==> src/rtl/md5d_pkg.sv <==
// Package with shared types, constants and round functions of the MD5 digest core.
package md5d_pkg;

	localparam logic [31:0] IV_A = 32'h67452301;
	localparam logic [31:0] IV_B = 32'hefcdab89;
	localparam logic [31:0] IV_C = 32'h98badcfe;
	localparam logic [31:0] IV_D = 32'h10325476;

	localparam logic KIND_BYTE   = 1'b0;
	localparam logic KIND_FINISH = 1'b1;

	localparam logic [7:0] PAD_BYTE   = 8'h80;
	localparam logic [5:0] TAIL_LIMIT = 6'd56;
	localparam logic [3:0] LEN_LO_WORD = 4'd14;
	localparam logic [3:0] LEN_HI_WORD = 4'd15;

	localparam logic [31:0] ROUND_K [0:63] = '{
		32'hd76aa478, 32'he8c7b756, 32'h242070db, 32'hc1bdceee,
		32'hf57c0faf, 32'h4787c62a, 32'ha8304613, 32'hfd469501,
		32'h698098d8, 32'h8b44f7af, 32'hffff5bb1, 32'h895cd7be,
		32'h6b901122, 32'hfd987193, 32'ha679438e, 32'h49b40821,
		32'hf61e2562, 32'hc040b340, 32'h265e5a51, 32'he9b6c7aa,
		32'hd62f105d, 32'h02441453, 32'hd8a1e681, 32'he7d3fbc8,
		32'h21e1cde6, 32'hc33707d6, 32'hf4d50d87, 32'h455a14ed,
		32'ha9e3e905, 32'hfcefa3f8, 32'h676f02d9, 32'h8d2a4c8a,
		32'hfffa3942, 32'h8771f681, 32'h6d9d6122, 32'hfde5380c,
		32'ha4beea44, 32'h4bdecfa9, 32'hf6bb4b60, 32'hbebfbc70,
		32'h289b7ec6, 32'heaa127fa, 32'hd4ef3085, 32'h04881d05,
		32'hd9d4d039, 32'he6db99e5, 32'h1fa27cf8, 32'hc4ac5665,
		32'hf4292244, 32'h432aff97, 32'hab9423a7, 32'hfc93a039,
		32'h655b59c3, 32'h8f0ccc92, 32'hffeff47d, 32'h85845dd1,
		32'h6fa87e4f, 32'hfe2ce6e0, 32'ha3014314, 32'h4e0811a1,
		32'hf7537e82, 32'hbd3af235, 32'h2ad7d2bb, 32'heb86d391
	};

	localparam logic [4:0] ROT_AMT [0:15] = '{
		5'd7, 5'd12, 5'd17, 5'd22, 5'd5, 5'd9, 5'd14, 5'd20,
		5'd4, 5'd11, 5'd16, 5'd23, 5'd6, 5'd10, 5'd15, 5'd21
	};

	typedef struct packed {
		logic       kind;
		logic [7:0] data_byte;
	} md5d_in_t;

	typedef struct packed {
		logic [63:0] digest_part;
		logic        part_index;
		logic        last_part;
	} md5d_out_t;

	// Write port into the block word memory.
	typedef struct packed {
		logic        en;
		logic [3:0]  addr;
		logic [31:0] data;
	} md5d_wr_t;

	// Start of one compression and how the block words are to be read.
	typedef struct packed {
		logic       start;
		logic       pad_en;
		logic       len_en;
		logic       zero_all;
		logic [3:0] pad_word;
	} md5d_cmd_t;

	typedef struct packed {
		logic        done;
		logic [31:0] chain_a;
		logic [31:0] chain_b;
		logic [31:0] chain_c;
		logic [31:0] chain_d;
	} md5d_stat_t;

	typedef enum logic [2:0] {
		S_ABSORB,
		S_WAIT_BLK,
		S_FIN_A,
		S_FIN_B,
		S_EMIT
	} md5d_top_state_t;

	typedef enum logic [1:0] {
		C_IDLE,
		C_LOAD,
		C_RUN,
		C_FOLD
	} md5d_cmp_state_t;

	function automatic logic [3:0] md5d_msg_index(input logic [5:0] r);
		logic [3:0] idx;
		idx = '0;
		case (r[5:4])
			2'd0: idx = r[3:0];
			2'd1: idx = 4'(r[3:0] * 4'd5 + 4'd1);
			2'd2: idx = 4'(r[3:0] * 4'd3 + 4'd5);
			default: idx = 4'(r[3:0] * 4'd7);
		endcase
		return idx;
	endfunction

	function automatic logic [31:0] md5d_round_f(input logic [1:0] phase,
		input logic [31:0] b, input logic [31:0] c, input logic [31:0] d);
		logic [31:0] f;
		f = '0;
		case (phase)
			2'd0: f = (b & c) | (~b & d);
			2'd1: f = (b & d) | (c & ~d);
			2'd2: f = b ^ c ^ d;
			default: f = c ^ (b | ~d);
		endcase
		return f;
	endfunction

endpackage

==> src/rtl/md5d_compress.sv <==
// Block word memory and the 64-round MD5 compression unit with its chaining words.
module md5d_compress (
	input  logic                  clk,
	input  logic                  arst_n,
	input  md5d_pkg::md5d_wr_t    wr,
	input  md5d_pkg::md5d_cmd_t   cmd,
	input  logic                  chain_rst,
	input  logic [63:0]           bit_len,
	output md5d_pkg::md5d_stat_t  stat
);

	logic [31:0] mem [0:15];
	logic [31:0] rd_data_s1;
	logic [3:0]  rd_addr;

	md5d_pkg::md5d_cmp_state_t state_q, state_d;
	md5d_pkg::md5d_cmd_t       cmd_q;
	logic [5:0]  rnd_q;
	logic        done_q;
	logic [31:0] ch_a_q, ch_b_q, ch_c_q, ch_d_q;
	logic [31:0] wa_q, wb_q, wc_q, wd_q;

	logic [3:0]  g_cur;
	logic [31:0] m_word;
	logic [31:0] sum;
	logic [63:0] rot_wide;
	logic [31:0] new_b;

	always_ff @(posedge clk) begin
		if (wr.en) begin
			mem[wr.addr] <= wr.data;
		end
		rd_data_s1 <= mem[rd_addr];
	end

	// The word for the next round is fetched ahead of it, through the registered memory read.
	assign rd_addr = (state_q == md5d_pkg::C_LOAD) ? md5d_pkg::md5d_msg_index(6'd0)
		: md5d_pkg::md5d_msg_index(rnd_q + 6'd1);

	assign g_cur = md5d_pkg::md5d_msg_index(rnd_q);

	// Padding words come from the length counter or read as zero.
	always_comb begin
		m_word = rd_data_s1;
		if (cmd_q.zero_all || (cmd_q.pad_en && (g_cur > cmd_q.pad_word))) begin
			if (cmd_q.len_en && (g_cur == md5d_pkg::LEN_LO_WORD)) begin
				m_word = bit_len[31:0];
			end else if (cmd_q.len_en && (g_cur == md5d_pkg::LEN_HI_WORD)) begin
				m_word = bit_len[63:32];
			end else begin
				m_word = '0;
			end
		end
	end

	assign sum = wa_q + md5d_pkg::md5d_round_f(rnd_q[5:4], wb_q, wc_q, wd_q)
		+ md5d_pkg::ROUND_K[rnd_q] + m_word;
	assign rot_wide = {sum, sum} << md5d_pkg::ROT_AMT[{rnd_q[5:4], rnd_q[1:0]}];
	assign new_b = wb_q + rot_wide[63:32];

	always_comb begin
		state_d = state_q;
		unique case (state_q)
			md5d_pkg::C_IDLE: begin
				if (cmd.start) begin
					state_d = md5d_pkg::C_LOAD;
				end
			end
			md5d_pkg::C_LOAD: state_d = md5d_pkg::C_RUN;
			md5d_pkg::C_RUN: begin
				if (rnd_q == 6'd63) begin
					state_d = md5d_pkg::C_FOLD;
				end
			end
			md5d_pkg::C_FOLD: state_d = md5d_pkg::C_IDLE;
			default: state_d = md5d_pkg::C_IDLE;
		endcase
	end

	always_ff @(posedge clk or negedge arst_n) begin
		if (!arst_n) begin
			state_q <= md5d_pkg::C_IDLE;
		end else begin
			state_q <= state_d;
		end
	end

	always_ff @(posedge clk or negedge arst_n) begin
		if (!arst_n) begin
			cmd_q  <= '0;
			rnd_q  <= '0;
			done_q <= 1'b0;
			ch_a_q <= md5d_pkg::IV_A;
			ch_b_q <= md5d_pkg::IV_B;
			ch_c_q <= md5d_pkg::IV_C;
			ch_d_q <= md5d_pkg::IV_D;
		end else begin
			done_q <= (state_q == md5d_pkg::C_FOLD);
			if (state_q == md5d_pkg::C_IDLE && cmd.start) begin
				cmd_q <= cmd;
			end
			if (state_q == md5d_pkg::C_LOAD) begin
				rnd_q <= '0;
			end else if (state_q == md5d_pkg::C_RUN) begin
				rnd_q <= rnd_q + 6'd1;
			end
			if (state_q == md5d_pkg::C_FOLD) begin
				ch_a_q <= ch_a_q + wa_q;
				ch_b_q <= ch_b_q + wb_q;
				ch_c_q <= ch_c_q + wc_q;
				ch_d_q <= ch_d_q + wd_q;
			end else if (chain_rst) begin
				ch_a_q <= md5d_pkg::IV_A;
				ch_b_q <= md5d_pkg::IV_B;
				ch_c_q <= md5d_pkg::IV_C;
				ch_d_q <= md5d_pkg::IV_D;
			end
		end
	end

	always_ff @(posedge clk) begin
		if (state_q == md5d_pkg::C_LOAD) begin
			wa_q <= ch_a_q;
			wb_q <= ch_b_q;
			wc_q <= ch_c_q;
			wd_q <= ch_d_q;
		end else if (state_q == md5d_pkg::C_RUN) begin
			wa_q <= wd_q;
			wd_q <= wc_q;
			wc_q <= wb_q;
			wb_q <= new_b;
		end
	end

	assign stat.done    = done_q;
	assign stat.chain_a = ch_a_q;
	assign stat.chain_b = ch_b_q;
	assign stat.chain_c = ch_c_q;
	assign stat.chain_d = ch_d_q;

`ifndef NO_ASSERTIONS
	a_start_idle: assert property (@(posedge clk) disable iff (!arst_n)
		cmd.start |-> state_q == md5d_pkg::C_IDLE)
		else $error("compression started while busy");
	a_no_write_busy: assert property (@(posedge clk) disable iff (!arst_n)
		wr.en |-> state_q == md5d_pkg::C_IDLE)
		else $error("block word written during compression");
	a_last_round: assert property (@(posedge clk) disable iff (!arst_n)
		(state_q == md5d_pkg::C_RUN && rnd_q == 6'd63) |=> ##1 done_q)
		else $error("compression did not finish after the last round");
`endif

endmodule

==> src/rtl/md5_message_digest_core.sv <==
// Top level of the MD5 digest core: byte packing, length count, padding control and digest output.
//
//  channel | direction | beat                               | handshake
//  msg     | in        | kind, data_byte: one byte or finish | msg_valid / msg_stall
//  dig     | out       | digest_part, part_index, last_part | dig_valid / dig_stall
//
// Message bytes are taken one per cycle while msg_stall is low; the 64th byte of a block
// starts a compression (a load, 64 rounds, a fold) and msg_stall stays high until it is done.
// A finish beat holds msg_stall high until the digest is registered, after a second compression
// when 56 or more bytes are pending; longer while an earlier digest is undrained.
// Bytes are taken again while the two digest beats drain.
// After reset the chaining words hold the standard initial values and the length is zero.
module md5_message_digest_core (
	input  logic                clk,
	input  logic                arst_n,
	input  logic                msg_valid,
	output logic                msg_stall,
	input  md5d_pkg::md5d_in_t  msg,
	output logic                dig_valid,
	input  logic                dig_stall,
	output md5d_pkg::md5d_out_t dig
);

	md5d_pkg::md5d_top_state_t state_q, state_d;
	md5d_pkg::md5d_wr_t   wr;
	md5d_pkg::md5d_cmd_t  cmd;
	md5d_pkg::md5d_stat_t stat;

	logic [5:0]   fill_q;
	logic [63:0]  len_q;
	logic [31:0]  word_q;
	logic         two_blk_q;
	logic         out_valid_q;
	logic         part_q;
	logic [127:0] digest_q;

	logic         accept;
	logic         capture;
	logic         chain_rst;
	logic [7:0]   byte_v;
	logic [31:0]  shifted;
	logic [31:0]  merged;

	function automatic logic [31:0] bswap(input logic [31:0] x);
		return {x[7:0], x[15:8], x[23:16], x[31:24]};
	endfunction

	md5d_compress u_compress (
		.clk       (clk),
		.arst_n    (arst_n),
		.wr        (wr),
		.cmd       (cmd),
		.chain_rst (chain_rst),
		.bit_len   (len_q),
		.stat      (stat)
	);

	assign accept  = msg_valid && !msg_stall;
	assign byte_v  = (msg.kind == md5d_pkg::KIND_FINISH) ? md5d_pkg::PAD_BYTE : msg.data_byte;
	assign shifted = {24'b0, byte_v} << {fill_q[1:0], 3'b000};
	// The first byte of a word clears the rest of it.
	assign merged  = (fill_q[1:0] == 2'd0) ? shifted : (word_q | shifted);

	always_comb begin
		state_d   = state_q;
		msg_stall = 1'b1;
		wr        = '0;
		cmd       = '0;
		capture   = 1'b0;
		chain_rst = 1'b0;
		unique case (state_q)
			md5d_pkg::S_ABSORB: begin
				msg_stall = 1'b0;
				if (msg_valid) begin
					wr.en   = 1'b1;
					wr.addr = fill_q[5:2];
					wr.data = merged;
					if (msg.kind == md5d_pkg::KIND_FINISH) begin
						cmd.start    = 1'b1;
						cmd.pad_en   = 1'b1;
						cmd.len_en   = (fill_q < md5d_pkg::TAIL_LIMIT);
						cmd.pad_word = fill_q[5:2];
						state_d      = md5d_pkg::S_FIN_A;
					end else if (fill_q == 6'd63) begin
						cmd.start = 1'b1;
						state_d   = md5d_pkg::S_WAIT_BLK;
					end
				end
			end
			md5d_pkg::S_WAIT_BLK: begin
				if (stat.done) begin
					state_d = md5d_pkg::S_ABSORB;
				end
			end
			md5d_pkg::S_FIN_A: begin
				if (stat.done) begin
					if (two_blk_q) begin
						// Extra block of zeros that carries only the length.
						cmd.start    = 1'b1;
						cmd.zero_all = 1'b1;
						cmd.len_en   = 1'b1;
						state_d      = md5d_pkg::S_FIN_B;
					end else begin
						state_d = md5d_pkg::S_EMIT;
					end
				end
			end
			md5d_pkg::S_FIN_B: begin
				if (stat.done) begin
					state_d = md5d_pkg::S_EMIT;
				end
			end
			md5d_pkg::S_EMIT: begin
				if (!out_valid_q) begin
					capture   = 1'b1;
					chain_rst = 1'b1;
					state_d   = md5d_pkg::S_ABSORB;
				end
			end
			default: state_d = md5d_pkg::S_ABSORB;
		endcase
	end

	always_ff @(posedge clk or negedge arst_n) begin
		if (!arst_n) begin
			state_q <= md5d_pkg::S_ABSORB;
		end else begin
			state_q <= state_d;
		end
	end

	always_ff @(posedge clk or negedge arst_n) begin
		if (!arst_n) begin
			fill_q      <= '0;
			len_q       <= '0;
			two_blk_q   <= 1'b0;
			out_valid_q <= 1'b0;
			part_q      <= 1'b0;
		end else begin
			if (accept && msg.kind == md5d_pkg::KIND_BYTE) begin
				fill_q <= fill_q + 6'd1;
				len_q  <= len_q + 64'd8;
			end
			if (accept && msg.kind == md5d_pkg::KIND_FINISH) begin
				two_blk_q <= (fill_q >= md5d_pkg::TAIL_LIMIT);
			end
			if (capture) begin
				fill_q      <= '0;
				len_q       <= '0;
				out_valid_q <= 1'b1;
				part_q      <= 1'b0;
			end else if (out_valid_q && !dig_stall) begin
				if (part_q) begin
					out_valid_q <= 1'b0;
				end
				part_q <= 1'b1;
			end
		end
	end

	always_ff @(posedge clk) begin
		if (accept) begin
			word_q <= merged;
		end
		if (capture) begin
			digest_q <= {bswap(stat.chain_a), bswap(stat.chain_b),
				bswap(stat.chain_c), bswap(stat.chain_d)};
		end
	end

	assign dig_valid       = out_valid_q;
	assign dig.digest_part = part_q ? digest_q[63:0] : digest_q[127:64];
	assign dig.part_index  = part_q;
	assign dig.last_part   = part_q;

`ifndef NO_ASSERTIONS
	a_finish_blocks_input: assert property (@(posedge clk) disable iff (!arst_n)
		(msg_valid && !msg_stall && msg.kind == md5d_pkg::KIND_FINISH) |=> msg_stall)
		else $error("byte beat taken right after a finish beat");
	a_capture_first_half: assert property (@(posedge clk) disable iff (!arst_n)
		(state_q == md5d_pkg::S_EMIT && !dig_valid) |=> (dig_valid && !dig.part_index))
		else $error("digest not presented after the final block");
	a_last_drains: assert property (@(posedge clk) disable iff (!arst_n)
		(dig_valid && !dig_stall && dig.last_part) |=> !dig_valid)
		else $error("digest output still valid after its last beat");
`endif

endmodule
==> config.mk <==
export PLATFORM = sky130hd
export DESIGN_NAME = md5_message_digest_core
export DESIGN_NICKNAME = d
export VERILOG_FILES = /design/src/rtl/md5d_pkg.sv /design/src/rtl/md5d_compress.sv /design/src/rtl/md5_message_digest_core.sv
export SDC_FILE = /design/constraint.sdc
export NUM_CORES = 2
export LEC_CHECK = 0
export CAP_MARGIN = 20
export CORE_UTILIZATION = 24
export DETAILED_ROUTE_END_ITERATION = 12
export DONT_BUFFER_PORTS = 1
export PLACE_DENSITY = 0.48
export REMOVE_ABC_BUFFERS = 1
export SYNTH_ARGS = -nofsm -noshare
export SYNTH_HDL_FRONTEND = slang
export SYNTH_SLANG_ARGS = --single-unit
==> constraint.sdc <==
create_clock -name clk -period 31.4 [get_ports clk]
set_input_delay 4.71 -clock clk [delete_from_list [all_inputs] [get_ports clk]]
set_output_delay 4.71 -clock clk [all_outputs]
set_load 0.01 [all_outputs]
==> flow_summary.ini <==
[clock_network]
clkTransAtPathRegs_ns = 0.07
cts_tree = yes
hold_buffers = 0
clkSinkCount = 1049
clk_latency_ns = 0.80
clock_path_buffers = 3
cts.htree.levels = 3
ctsResizeCount = 0
numCtsBuffers = 108
root_buffer = clkbuf_16
post_cts_buffers = 0

[setup_path]
r2r_end = u_compress.wb_q[24]$_DFFE_PP_
crit_required_ns = 32.01
rrSetupSlack_ns = 17.90
crit_slowest_cell = dfrtp_1
crit_fanout = 33
path_class = flop to flop
r2r.worst_path.cells = 46
crit_end = u_compress.wb_q[24]$_DFFE_PP_
start_kind = flop
reg2reg_from = u_compress.rnd_q[1]$_DFFE_PN0P_
arrival_ns = 14.11
crit_path_max_incr_delay_ns = 1.00
end_kind = flop
startpoint = u_compress.rnd_q[1]$_DFFE_PN0P_

[sta]
fin_crit_ns = 13.50
final-setup-viol-count = 0
worstMarginPinSlew_ns = 1.27
min_period_over_period = 0.430
hold_viol_final = 0
clock.fmax_mhz = 74.1
slew_viol_final = 0
hold_slack_ns = 0.491
rsz0062_at_grt = false
finClkSkew_ns = 0.0810
relSlewSlack = 0.149
tns_ns = 0

[placed_design]
portBuffers = 0
placed_area_sq_mm = 0.0640
gp_congestion = 0.908
hpwl_um = 132000

[global_routing]
grt_usage = 0.151
antenna_found_initial = 3
grt_pass1_vias = 41800
grt-busiest-layer = met2
grt_pass1_wl_um = 286000
grt_start_max_net_pins = 218
use_met2 = 0.238
met1_usage = 0.216
met3_usage = 0.0219
grt.overflow.total = 0

[logic_synthesis]
synth_top_area_cell = edfxtp_1
postSynth.asyncResetShare = 0.207
synth.distinct_cells = 107
synthCells = 5336
syn_area_per_cell_sq_um = 11.2
synth_ff_type = edfxtp_1
synth_edf_count = 800
synth_most_common_cell = edfxtp_1
yosys_register_bits = 1049
netlist_area_sq_mm = 0.0600
yosysWarnings = 0
netlist_top_cells_area = edfxtp_1 40%, dfrtp_1 6.4%, mux4_2 5.1%
synth_common_cells = 800 x edfxtp_1, 471 x nand2_1, 456 x a21oi_1
seq_area_frac_synth = 0.503
synth_top_area_share = 0.400

[die]
die_h_um = 502
num_rows = 183
fp.coreArea_sq_mm = 0.249
die_w_um = 502
start_util = 0.241
num_io_pins = 81
dieArea_sq_mm = 0.252

[drt]
drtAntennaViolNets = 0
vias = 43100
firstDrtPassIters = 6
drt_iter0_drc = 4238
drc = 0
routed_via_density = 4.96
wl_per_cell_um = 22.4
wl_um = 195000

[cells_and_area]
nets = 5575
drive_above_1_share = 0.131
final_area_sq_mm = 0.0678
reg_top3 = u_compress.mem (512), digest_q (128), len_q (61)
largest_reg_flops = 512
syn_to_final_growth_pct = 13.0
fill_cells = 25900
top_register = u_compress.mem

[outcome]
status = completed

[hold_path]
worstHoldPathType = flop to flop

[job]
maxCapViolCount = 0
[cell families after synthesis]
logic type,Yosys count,synth area share
fa+ha+maj,305,0.0725
buf+inv,508,0.0333
compound gates,1413,0.148
xor+xnor,232,0.0345
mux,389,0.0964
flops,1049,0.503
simple gates,1440,0.112
[layout make-up]
cell class / count / area (sq um) / area share
antenna: 1 / 2.50 / 0.0000369
clock buffer: 142 / 2930 / 0.0432
clock inverter: 64 / 895 / 0.0132
inverter: 240 / 908 / 0.0134
multi-input combinational: 3779 / 28100 / 0.414
sequential: 1049 / 30200 / 0.445
tap: 3330 / 4170 / 0.0614
timing repair buffer: 79 / 623 / 0.00919
[metal layers]
metal | share of wire | up-vias
li1 | - | 19800
met1 | 0.47 | 21800
met2 | 0.45 | 1294
met3 | 0.057 | 256
met4 | 0.024 | 2
met5 | 0.000067 | -
[how the worst min path moves through the flow]
stage / cells after the start / start / endpoint
detailed placement: 2 / u_compress.cmd_q[1]$_DFFE_PN0P_ / u_compress.cmd_q[1]$_DFFE_PN0P_
global route: 1 / u_compress.cmd_q[5]$_DFFE_PN0P_ / u_compress.cmd_q[5]$_DFFE_PN0P_
CTS: 2 / u_compress.cmd_q[1]$_DFFE_PN0P_ / u_compress.cmd_q[1]$_DFFE_PN0P_
floorplan: 2 / u_compress.cmd_q[1]$_DFFE_PN0P_ / u_compress.cmd_q[1]$_DFFE_PN0P_
finish: 2 / u_compress.cmd_q[1]$_DFFE_PN0P_ / u_compress.cmd_q[1]$_DFFE_PN0P_
global placement: 2 / u_compress.cmd_q[2]$_DFFE_PN0P_ / u_compress.cmd_q[2]$_DFFE_PN0P_
[through the flow]
step / std cells / setup WS, ns / utilization
2_1_floorplan: 5068 / 12.83 / -
3_3_place_gp: 8474 / 18.11 / 0.257
3_5_place_dp: 8476 / 18.07 / 0.257
4_1_cts: 8682 / 17.99 / 0.273
5_1_grt: 8683 / 17.08 / 0.273
6_report: 8684 / 17.90 / 0.273
[cells in the final DEF (no fill, tap or decap), types with 92 or more instances in the layout]
master and n:
clkbuf_16 108, mux2_2 161, nand2_1 469, xnor2_1 121, a21oi_1 454, edfxtp_1 800
inv_1 231, nor2_1 375, nor3_1 124, o21ai_0 304, xor2_1 105, ha_1 231
mux4_2 135, dfrtp_1 149, mux2i_1 92
[worst max-delay path, delay by kind of cell (launching register included)]
kind                       cells  cell delay (ns)
adders and majority gates      9             3.41
DFF                            1             1.00
xor gates and xnor gates       1             0.20
buffers and inverters          6             1.71
and+or+nand+nor                8             1.49
AOI/OAI and AO/OA             22             5.52
Power is not shown: default switching activity piles up to over one toggle a cycle in this logic, so the estimate is an artifact.
